[config.mk]
export PLATFORM = sky130hd
export DESIGN_NAME = fcba_ctrl
export DESIGN_NICKNAME = d
export VERILOG_FILES = /design/src/hdl/fat_chain_block_allocator_core_defines.svh /design/src/hdl/fcba_pkg.sv /design/src/hdl/fcba_ctrl.sv
export SDC_FILE = /design/constraint.sdc
export NUM_CORES = 1
export LEC_CHECK = 0
export BUFFER_PORTS_ARGS = -buffer_cell sky130_fd_sc_hd__buf_2
export CORE_AREA = 4 4 41 43
export CTS_BUF_LIST = sky130_fd_sc_hd__clkbuf_16
export DETAILED_ROUTE_END_ITERATION = 8
export DIE_AREA = 0 0 45 47
export PLACE_DENSITY_LB_ADDON = 0.08
export SYNTH_ARGS = -nofsm -noshare
export SYNTH_HDL_FRONTEND = slang
export SYNTH_SLANG_ARGS = --single-unit
[constraint.sdc]
create_clock -name clock -period 2.4 [get_ports clock]
set_input_delay 0.36 -clock clock [delete_from_list [all_inputs] [get_ports clock]]
set_output_delay 0.36 -clock clock [all_outputs]
set_load 0.05 [all_outputs]
[src/hdl/fat_chain_block_allocator_core_defines.svh]
// assertion macros for the block allocator
`ifndef FAT_CHAIN_BLOCK_ALLOCATOR_CORE_DEFINES_SVH
`define FAT_CHAIN_BLOCK_ALLOCATOR_CORE_DEFINES_SVH

// consequent must hold in the cycle after the antecedent
`define FCBA_ASSERT_NEXT(name, clk, rst, ante, cons) \
   name: assert property (@(posedge clk) disable iff (rst) (ante) |=> (cons)) \
      else $error("%m: check failed");

// consequent must hold in the same cycle as the antecedent
`define FCBA_ASSERT_SAME(name, clk, rst, ante, cons) \
   name: assert property (@(posedge clk) disable iff (rst) (ante) |-> (cons)) \
      else $error("%m: check failed");

`endif

[src/hdl/fcba_pkg.sv]
package fcba_pkg;

   // store geometry, block size is a power of two of at least two bytes
   localparam int NUM_BLOCKS  = 1024;
   localparam int BLOCK_BYTES = 4096;
   localparam int BLOCK_SHIFT = $clog2(BLOCK_BYTES);

   localparam int ADDR_W = $clog2(NUM_BLOCKS);
   localparam int LINK_W = ADDR_W + 1;
   localparam int CNT_W  = $clog2(NUM_BLOCKS + 1);
   localparam int SIZE_W = 32;
   localparam int NEED_W = SIZE_W - BLOCK_SHIFT + 1;

   // link value that ends a chain
   localparam logic [LINK_W-1:0] CHAIN_END = '1;

   typedef enum logic [1:0] {
      OP_ALLOC  = 2'd0,
      OP_FREE   = 2'd1,
      OP_FORMAT = 2'd2
   } op_type;

   typedef enum logic [1:0] {
      ST_OK          = 2'd0,
      ST_NO_SPACE    = 2'd1,
      ST_HEAD_UNUSED = 2'd2
   } status_type;

   typedef struct packed {
      logic load_req;
      logic start;
      logic clr_step;
      logic scan_step;
      logic tail;
      logic walk_rd;
      logic walk_chk;
      logic load_rsp;
   } cmd_type;

   typedef struct packed {
      op_type op;
      logic   need_zero;
      logic   need_over;
      logic   clr_last;
      logic   left_zero;
      logic   scan_done;
      logic   walk_ok;
      logic   walk_used;
      logic   rsp_busy;
   } stat_type;

endpackage

[src/hdl/fcba_ctrl.sv]
module fcba_ctrl (
   input  logic               clock,
   input  logic               reset,
   input  logic               req_valid,
   output logic               req_ready,
   input  fcba_pkg::stat_type stat,
   output fcba_pkg::cmd_type  cmd
);

   typedef enum logic [3:0] {
      S_CLEAR,
      S_IDLE,
      S_START,
      S_SCAN,
      S_TAIL,
      S_WALK_RD,
      S_WALK_CHK,
      S_FORMAT,
      S_DONE
   } state_type;

   state_type state_ff, state_in;

   always_comb begin
      state_in = state_ff;
      cmd      = '0;
      case (state_ff)
         S_CLEAR: begin
            cmd.clr_step = 1'b1;
            if (stat.clr_last) begin
               state_in = S_IDLE;
            end
         end
         S_IDLE: begin
            cmd.load_req = 1'b1;
            if (req_valid) begin
               state_in = S_START;
            end
         end
         S_START: begin
            cmd.start = 1'b1;
            case (stat.op)
               fcba_pkg::OP_ALLOC: begin
                  state_in = (stat.need_zero || stat.need_over) ? S_DONE : S_SCAN;
               end
               fcba_pkg::OP_FREE:   state_in = S_WALK_RD;
               fcba_pkg::OP_FORMAT: state_in = S_FORMAT;
               default:             state_in = S_DONE;
            endcase
         end
         S_SCAN: begin
            cmd.scan_step = 1'b1;
            if (stat.left_zero || stat.scan_done) begin
               state_in = S_TAIL;
            end
         end
         S_TAIL: begin
            cmd.tail = 1'b1;
            state_in = S_DONE;
         end
         S_WALK_RD: begin
            if (stat.walk_ok) begin
               cmd.walk_rd = 1'b1;
               state_in    = S_WALK_CHK;
            end else begin
               state_in = S_DONE;
            end
         end
         S_WALK_CHK: begin
            cmd.walk_chk = 1'b1;
            state_in     = stat.walk_used ? S_WALK_RD : S_DONE;
         end
         S_FORMAT: begin
            cmd.clr_step = 1'b1;
            if (stat.clr_last) begin
               state_in = S_DONE;
            end
         end
         S_DONE: begin
            if (!stat.rsp_busy) begin
               cmd.load_rsp = 1'b1;
               state_in     = S_IDLE;
            end
         end
         default: state_in = S_IDLE;
      endcase
   end

   always_ff @(posedge clock) begin
      if (reset) begin
         state_ff <= S_CLEAR;
      end else begin
         state_ff <= state_in;
      end
   end

   assign req_ready = (state_ff == S_IDLE);

endmodule

# --- Word level (Yosys, flattened, before mapping) ---
# Index checks and enable logic that the tools add are counted.
op_classes:
  eq_ne: 15
  n_mux: 20
  reduce_logical: 6
op_table:
  columns: ["operator", "count"]
  rows:
  - ["4-bit one-hot mux with 9 select lines", 1]
  - ["4-bit two-way mux", 8]
  - ["4-bit by 3-bit equality test with 1-bit output (second input constant)", 4]
  - ["4-bit one-hot mux with 3 select lines", 1]
  - ["1-bit two-way mux", 10]
  - ["2-bit != test (second input constant)", 5]
  - ["4-bit by 2-bit equality test with 1-bit output (second input constant)", 2]
  - ["5-bit AND reduction", 1]
  - ["4-bit by 1-bit equality test with 1-bit output (second input constant)", 1]
  - ["4-bit equality test (second input constant)", 1]
  - ["4-bit logical NOT", 1]
  - ["2-bit by 1-bit equality test with 1-bit output (second input constant)", 1]
  - ["2-bit equality test (second input constant)", 1]
  - ["2-bit logical NOT", 1]
  - ["1-bit logical OR", 2]
  - ["2-bit OR reduction", 1]
word_totals:
  register_bits: 4
  in_bits: 13
  output_inout_bits: 9

# --- Longest topological paths before layout ---
# Gate-level depths: netlist of the first run.
depth:
  ltp_word: 4
  depth_mapped: 6
  mapped_depth_nobuf: 6

# --- Worst setup path after synthesis of the first run ---
# No wires, ideal clock.
synth_path:
  path_type: "flip-flop to output port"
  from: "register state_ff[2]"
  to: "output port cmd[3] in the netlist's numbering"
  t_arrival_ns: 2.325
  t_required_ns: 2.040
  setup_slack_ns: -0.285
  path_stages_with_launch: 4
  n_path_buf: 2
  cell_sequence: "dfxtp_1 > buf_6 > clkbuf_1 > nor4b_1"
synth_rtl:
  columns: ["item", "line", "source"]
  rows:
  - ["start: declaration", "fcba_ctrl.sv:22", "state_type state_ff, state_in;"]
  - ["start signal: assignment", "fcba_ctrl.sv:93", "state_ff <= state_in;"]
  - ["end: declaration", "fcba_ctrl.sv:7", "output fcba_pkg::cmd_type cmd"]

==> metrics.cfg, run 1 <==
[status]
status = finished, final reports clean

[final_layout]
drive_above_1_share_pct = 42.7
design_area_um2 = 667
syn_to_final_growth_pct = 31.9
top_register = state_ff
num-nets-final = 99
largest_reg_flops = 4
reg_top3 = state_ff: 4 flops
diodes = 0

[cts]
cts.clk_slew.worst_paths_ns = 0.03
cts_post_setup_buffers_inserted = 0
clock_tree.root_cell = clkbuf_16
cts.sinks = 4
numCtsBuffers = 3
cts_tree = built
cts.path.max_buffers = 2
clk_latency_ns = 0.22
cts_hold_buf = 0
htreeDepth = 1
cts_resized = 0

[yosys]
synth_top_cell_area_share_pct = 15.8
yosysUniqueCellTypes = 38
yosysWarnings = 0
synthArstFlopShare_pct = 0
yosysTopAreaCell = dfxtp_1
syn-num-nets = 79
ys_seq_elements = 4
synth.most_common_cell = inv_1
synthTopCellsByArea = dfxtp_1, buf_6, ha_1
synth_edf_count = 0
synth_ff_type = dfxtp_1
syn_area_um2 = 505
netlist_instances = 64
yosysSeqAreaShare_pct = 15.8
syn_avg_cell_area_um2 = 7.90

[global_route]
antenna_found_initial = 0
grt_pass1_wl_um = 1800
grt_max_degree = 20
grt_pass1_vias = 419
gr-usage-all-layers_pct = 11.7
overflow = 0

[worst_setup_path]
critical_path_class = register to primary output
cp-endpoint = cmd[2]
critPathCaptureType = primary output
critPathRequiredTime_ns = 2.04
reg2reg_to = state_ff[1]$_SDFFE_PP0P_
worst_ep_arrival_time_ns = 1.70
startpoint = state_ff[0]$_SDFFE_PP0P_
cp_max_fo = 14
reg2reg_depth = 4
critPathLaunchType = register
r2r_setup_slack_ns = 0.81
r2r-start = state_ff[0]$_SDFFE_PP0P_

[detailed_routing]
detail_route.wl_per_cell_um = 12.0
remaining_drc_errors = 0
vias_per_cell = 5.21
drt-total-wl_um = 1160
vias = 505
first_iter_violations = 7
drtPass1Iterations = 2
ant_nets = 0

[timing]
skew_ns = 0.00109
layout_setup_ws_ns = 0.342
setup_viol_count_final = 0
finalCriticalPeriod_ns = 2.06
worst_slew_pin_slew_ns = 0.587
timing.hold.ws_ns = 0.356
rsz0062_at_grt = no
max_freq_mhz = 486
fin_setup_tns_ns = 0
relSlewSlack_pct = 60.8
final_hold_viol_count = 0
drv_slew = 0
finalCritPeriodShare_pct = 85.7

[worst_hold_path]
hold_class = input pin to register
hold_depth = 2

[run]
cap_violations = 0

[die]
fp.dieW_um = 45
dieHeight_um = 47
die_area_um2 = 2120
core-area_um2 = 1300
row_count = 13
start_util_pct = 38.8
io_pins = 22

[place]
io_buffers = 21
dp_hpwl_um = 908
placed_area_um2 = 592
gp_congestion = 0.743
dp_slack_ns = 0.563

[power_and_ir_drop]
p_leak_nw = 0.292
ir_drop_mv = 0.389
powerDensity_nw_per_um2 = 608
p_total_mw = 0.406

## power breakdown
group / internal, mW / total, mW / leakage [nW] / switching, mW
Clock: 0.213 / 0.258 / 0.0370 / 0.0451
Sequential: 0.0691 / 0.0767 / 0.0325 / 0.00767
Combinational: 0.0269 / 0.0711 / 0.222 / 0.0442
## critical path: stages, from the launching register on
cell     delay, ns
dfxtp_1       0.60
or3b_1        0.47
nor2_4        0.14
buf_2         0.27
## cells by family after synthesis
group | count (synthesis) | synth area share [%]
adders and majority gates | 2 | 4.95
AOI/OAI and AO/OA | 17 | 25.5
buffers and inverters | 11 | 13.6
and+or+nand+nor | 30 | 40.1
DFF | 4 | 15.8
## per-stage QoR
step | instances | util (%)
finish | 97 | 51.2
detailed placement | 94 | 45.5
global placement | 94 | 45.5
CTS | 97 | 51.2
floorplan | 64 | -
global route | 97 | 51.2
## worst min-delay path by stage
stage / start / end / slack (ns)
after global routing: reset / state_ff[2]$_SDFFE_PP0P_ / 0.36
after detailed placement: reset / state_ff[2]$_SDFFE_PP0P_ / 0.59
after global placement: reset / state_ff[2]$_SDFFE_PP0P_ / 0.59
final: reset / state_ff[2]$_SDFFE_PP0P_ / 0.36
after floorplan: reset / state_ff[2]$_SDFFE_PP0P_ / 0.42
after CTS: reset / state_ff[2]$_SDFFE_PP0P_ / 0.36
## area by class of cell
type	instances	area [µm²]
clock buffer	3	75.1
fill	142	634
inverter	5	18.8
multi-input combinational	49	369
sequential	4	80.1
tap	15	18.8
timing repair buffer	21	105
## layout by cell type, fill, tap and decap left out, drive strengths merged
master and n:
buf 21, inv 5, nor2 5, a21oi 5
nand2 4, nor3 4, dfxtp 4, clkbuf 3
nor2b 2, nor4b 2, and3 2, a211oi 2
o22ai 2, ha 2, a311oi 2, nand2b 2
and4bb 1, and3b 1, or3b 1, or2b 1
nor4 1, nor3b 1, or4 1, a31o 1
a31oi 1, nand3 1, a21o 1, a32oi 1
nand3b 1, o211ai 1, o21ai 1
## metal layers
layer  part of all wire, %  GRT usage (%)  vias up  wire length (µm)
li1                      -              -      276                 -
met1                    48           16.1      211               556
met2                    43           16.7       16               497
met3                   8.0           3.45        2                93
met4                   1.3           5.26        0                15
met5                     0              0        -                 0
Note: power is estimated with default switching activity, not from simulation.
==> run 2: changes to the inputs <==
--- a/config.mk
+++ b/config.mk
@@ -6,11 +6,12 @@
 export NUM_CORES = 1
 export LEC_CHECK = 0
 export BUFFER_PORTS_ARGS = -buffer_cell sky130_fd_sc_hd__buf_2
-export CORE_AREA = 4 4 41 43
+export CORE_AREA = 2 2 39 41
 export CTS_BUF_LIST = sky130_fd_sc_hd__clkbuf_16
 export DETAILED_ROUTE_END_ITERATION = 8
-export DIE_AREA = 0 0 45 47
+export DIE_AREA = 0 0 41 43
 export PLACE_DENSITY_LB_ADDON = 0.08
 export SYNTH_ARGS = -nofsm -noshare
 export SYNTH_HDL_FRONTEND = slang
 export SYNTH_SLANG_ARGS = --single-unit
+export TNS_END_PERCENT = 30
==> metrics.cfg, run 2 (synthesis gave the netlist of run 1 again) <==
[final_layout]
largest_reg_flops = 4
num-nets-final = 99
fillers = 147
reg_top3 = state_ff: 4 flops
mostFrequentLayoutCells = buf_2, inv_1
diodes = 0
fin_cells = 98
drive_above_1_share_pct = 41.5
syn_to_final_growth_pct = 30.9
final_common_cell = buf_2
top_register = state_ff

[detailed_routing]
vias = 529
ant_nets = 0
vias_per_cell = 5.40
drtPass1Iterations = 2
detail_route.wl_per_cell_um = 12.5
drt-total-wl_um = 1230
remaining_drc_errors = 0
first_iter_violations = 3

[worst_setup_path]
critical-path-max-stage-delay_ns = 0.60
critical_path_class = register to primary output
critical_path_buf_inv_count = 1
r2r_setup_slack_ns = 0.84
reg2reg_depth = 4
worstPathCellList = or3b_1, nor2_4, buf_2
worst_ep_arrival_time_ns = 1.71
critPathRequiredTime_ns = 2.04
r2r-start = state_ff[2]$_SDFFE_PP0P_
cp_slowest_cell = dfxtp_1
critPathLaunchType = register
cp_max_fo = 14
cp_top_family = simple AND/OR/NAND/NOR gates
reg2reg_to = state_ff[1]$_SDFFE_PP0P_
critPathCaptureType = primary output

[power_and_ir_drop]
powerDensity_nw_per_um2 = 617
p_total_mw = 0.408
p_leak_nw = 0.291
ir_drop_mv = 0.461

[cts]
cts_resized = 0
cts_post_setup_buffers_inserted = 0
cts.path.max_buffers = 2
cts.sinks = 4
cts.clk_slew.worst_paths_ns = 0.03
cts_tree = built
clock_tree.root_cell = clkbuf_16
htreeDepth = 1
numCtsBuffers = 3
cts_hold_buf = 0
clk_latency_ns = 0.23

[timing]
finalCriticalPeriod_ns = 2.07
rsz0062_at_grt = no
max_freq_mhz = 482
relSlewSlack_pct = 60.5
finalCritPeriodShare_pct = 86.4
setup_viol_count_final = 0
worst_slew_pin_slew_ns = 0.592
skew_ns = 0.00346
drv_slew = 0
final_hold_viol_count = 0
timing.hold.ws_ns = 0.348

[die]
dieHeight_um = 43
io_pins = 22
core-area_um2 = 1380
fp.dieW_um = 41
die_area_um2 = 1760
row_count = 14
start_util_pct = 36.5

[global_route]
grt_max_degree = 20
grt_pass1_wl_um = 1980
antenna_found_initial = 0
overflow = 0
grt_pass1_vias = 458
gr-usage-all-layers_pct = 17.0

[worst_hold_path]
hold_depth = 2
hold_class = input pin to register
worstHoldStart = reset
min_to = state_ff[2]$_SDFFE_PP0P_

[place]
placedCellCount = 95
gp_congestion = 0.694
dp_hpwl_um = 920
io_buffers = 21

[status]
status = finished, final reports clean

[run]
cap_violations = 0

-- run 2: how the worst max path moves through the flow --
| stage | start | to | slack [ns] | cells past startpoint |
|---|---|---|---|---|
| 4_1_cts | state_ff[0]$_SDFFE_PP0P_ | cmd[7] | 0.32 | 3 |
| 3_5_place_dp | state_ff[0]$_SDFFE_PP0P_ | cmd[7] | 0.57 | 3 |
| 2_1_floorplan | state_ff[3]$_SDFFE_PP0P_ | cmd[0] | -0.12 | 3 |
| 6_report | state_ff[0]$_SDFFE_PP0P_ | cmd[2] | 0.33 | 3 |
| 5_1_grt | state_ff[0]$_SDFFE_PP0P_ | req_ready | 0.23 | 3 |
| 3_3_place_gp | state_ff[0]$_SDFFE_PP0P_ | cmd[2] | 0.59 | 3 |
-- run 2: metrics by stage --
| step | cell area, µm² | utilization (%) | TNS, ns | setup WS (ns) |
|---|---|---|---|---|
| after global placement | 587 | 42.4 | 0 | 0.588 |
| after CTS | 662 | 47.8 | 0 | 0.322 |
| after global routing | 662 | 47.8 | 0 | 0.234 |
| after detailed placement | 587 | 42.4 | 0 | 0.567 |
| final | 662 | 47.8 | 0 | 0.326 |
| after floorplan | 512 | - | -0.119 | -0.119 |
-- run 2: per-layer routing --
metal / track usage, % / vias up / part of all wire, %
met4: 10.0 / 0 / 2.9
met5: 0 / - / 0
met2: 24.1 / 19 / 46
met3: 7.85 / 4 / 8.1
li1: - / 272 / -
met1: 19.9 / 234 / 43
-- run 2: report_power, final --
group,leakage [nW],total (mW),internal [mW],switching [mW]
Sequential,0.0325,0.0769,0.0691,0.00784
Combinational,0.221,0.0711,0.0268,0.0443
Clock,0.0370,0.260,0.213,0.0475
Total,0.291,0.408,0.309,0.0995
-- run 2: cell type report --
class	instances	area, µm²	share of cell area, %
well taps	16	20.0	3.02
repair buffers	21	105	15.9
multi-input cells	49	363	54.8
flip-flops and latches	4	80.1	12.1
inverters	5	18.8	2.84
clock buffers	3	75.1	11.3
==> run 3: changes to the inputs <==
--- a/config.mk
+++ b/config.mk
@@ -10,7 +10,8 @@
 export CTS_BUF_LIST = sky130_fd_sc_hd__clkbuf_16
 export DETAILED_ROUTE_END_ITERATION = 8
 export DIE_AREA = 0 0 41 43
-export PLACE_DENSITY_LB_ADDON = 0.08
+export PLACE_DENSITY_LB_ADDON = 0.2
+export SKIP_CTS_REPAIR_TIMING = 1
 export SYNTH_ARGS = -nofsm -noshare
 export SYNTH_HDL_FRONTEND = slang
 export SYNTH_SLANG_ARGS = --single-unit
==> metrics.cfg, run 3 (synthesis gave the netlist of run 1 again) <==
[power_and_ir_drop]
p_total_mw = 0.402
p_leak_nw = 0.291
ir_drop_mv = 0.569
powerDensity_nw_per_um2 = 608

[cts]
htreeDepth = 1
clock_tree.root_cell = clkbuf_16
cts.clk_slew.worst_paths_ns = 0.03
clk_latency_ns = 0.22
cts.path.max_buffers = 2
numCtsBuffers = 3
cts.sinks = 4
cts_tree = built

[timing]
layout_setup_ws_ns = 0.328
skew_ns = 0.00257
setup_viol_count_final = 0
finalCritPeriodShare_pct = 86.3
worst_slew_pin_slew_ns = 0.627
drv_slew = 0
rsz0062_at_grt = no
max_freq_mhz = 483
final_hold_viol_count = 0
finalCriticalPeriod_ns = 2.07
relSlewSlack_pct = 58.2
fin_setup_tns_ns = 0

[final_layout]
multi_input_area_um2 = 363
ff_latch_area_um2 = 80.1
diodes = 0
largest_reg_flops = 4
drive_above_1_share_pct = 41.5
syn_to_final_growth_pct = 30.9
reg_top3 = state_ff: 4 flops
final_common_cell = buf_2
top_register = state_ff
design_area_um2 = 662
fillers = 147
utilization_pct = 47.8
mostFrequentLayoutCells = buf_2, inv_1
num-nets-final = 99

[die]
row_count = 14
die_area_um2 = 1760
fp.dieW_um = 41
core-area_um2 = 1380
dieHeight_um = 43
start_util_pct = 36.5
io_pins = 22

[global_route]
overflow = 0
grt_pass1_vias = 454
grt_pass1_wl_um = 1940
antenna_found_initial = 0
gr-usage-all-layers_pct = 16.3
grt_max_degree = 20

[place]
gp_congestion = 0.788
dp_slack_ns = 0.578
dp_hpwl_um = 911
io_buffers = 21
placed_area_um2 = 587

[worst_setup_path]
critical-path-max-stage-delay_ns = 0.60
worst_ep_arrival_time_ns = 1.71
critPathCaptureType = primary output
cp_slowest_cell = dfxtp_1
cp_max_fo = 14
cp_top_family = flip-flops
critical_path_buf_inv_count = 1
critPathRequiredTime_ns = 2.04
worstPathCellList = or3b_1, nor2_1, buf_2
critical_path_class = register to primary output
critPathLaunchType = register

[detailed_routing]
drt-total-wl_um = 1190
detail_route.wl_per_cell_um = 12.2
ant_nets = 0
first_iter_violations = 8
vias_per_cell = 5.31
remaining_drc_errors = 0
drtPass1Iterations = 4
vias = 520

[worst_hold_path]
hold_class = input pin to register

[run]
cap_violations = 0

[status]
status = finished, final reports clean

run 3: report_power, final:
part / internal [mW] / total [mW] / switching [mW]
logic: 0.0269 / 0.0712 / 0.0443
registers: 0.0691 / 0.0769 / 0.00780
clock network: 0.212 / 0.254 / 0.0418
total: 0.308 / 0.402 / 0.0940
run 3: worst reg2reg max path, cell delays in order (launching register included):
cell and delay, ns:
dfxtp_1 0.71, a211oi_1 0.12, a311oi_2 0.40, o211ai_2 0.17, a21oi_2 0.15
run 3: cell type report:
cell class | count | share of cell area (%)
Multi-Input combinational cell | 49 | 54.8
Sequential cell | 4 | 12.1
Clock buffer | 3 | 11.3
Timing Repair Buffer | 21 | 15.9
Tap cell | 16 | 3.02
Inverter | 5 | 2.84
run 3: final timing paths:
kind              slack, ns  depth (start not counted)                     start                        to
setup / recovery       0.33                          3  state_ff[0]$_SDFFE_PP0P_                 req_ready
hold / removal         0.36                          2                     reset  state_ff[2]$_SDFFE_PP0P_
setup reg to reg       0.79                          4  state_ff[2]$_SDFFE_PP0P_  state_ff[2]$_SDFFE_PP0P_
hold reg to reg        0.71                          2  state_ff[3]$_SDFFE_PP0P_  state_ff[3]$_SDFFE_PP0P_
run 3: through the flow:
| stage | hold WS, ns | cells |
|---|---|---|
| global route | 0.381 | 98 |
| CTS | 0.358 | 98 |
| detailed placement | 0.593 | 95 |
| global placement | 0.587 | 95 |
| floorplan | 0.422 | 64 |
| finish | 0.358 | 98 |
run 3: per-layer routing:
metal / routed length, µm / global-route usage (%) / vias to the layer above / share of wire, %
li1: - / - / 276 / -
met1: 614 / 21.0 / 226 / 51
met2: 523 / 23.8 / 18 / 44
met3: 56 / 7.85 / 0 / 4.7
met4: 0 / 4.00 / 0 / 0
met5: 0 / 0 / - / 0
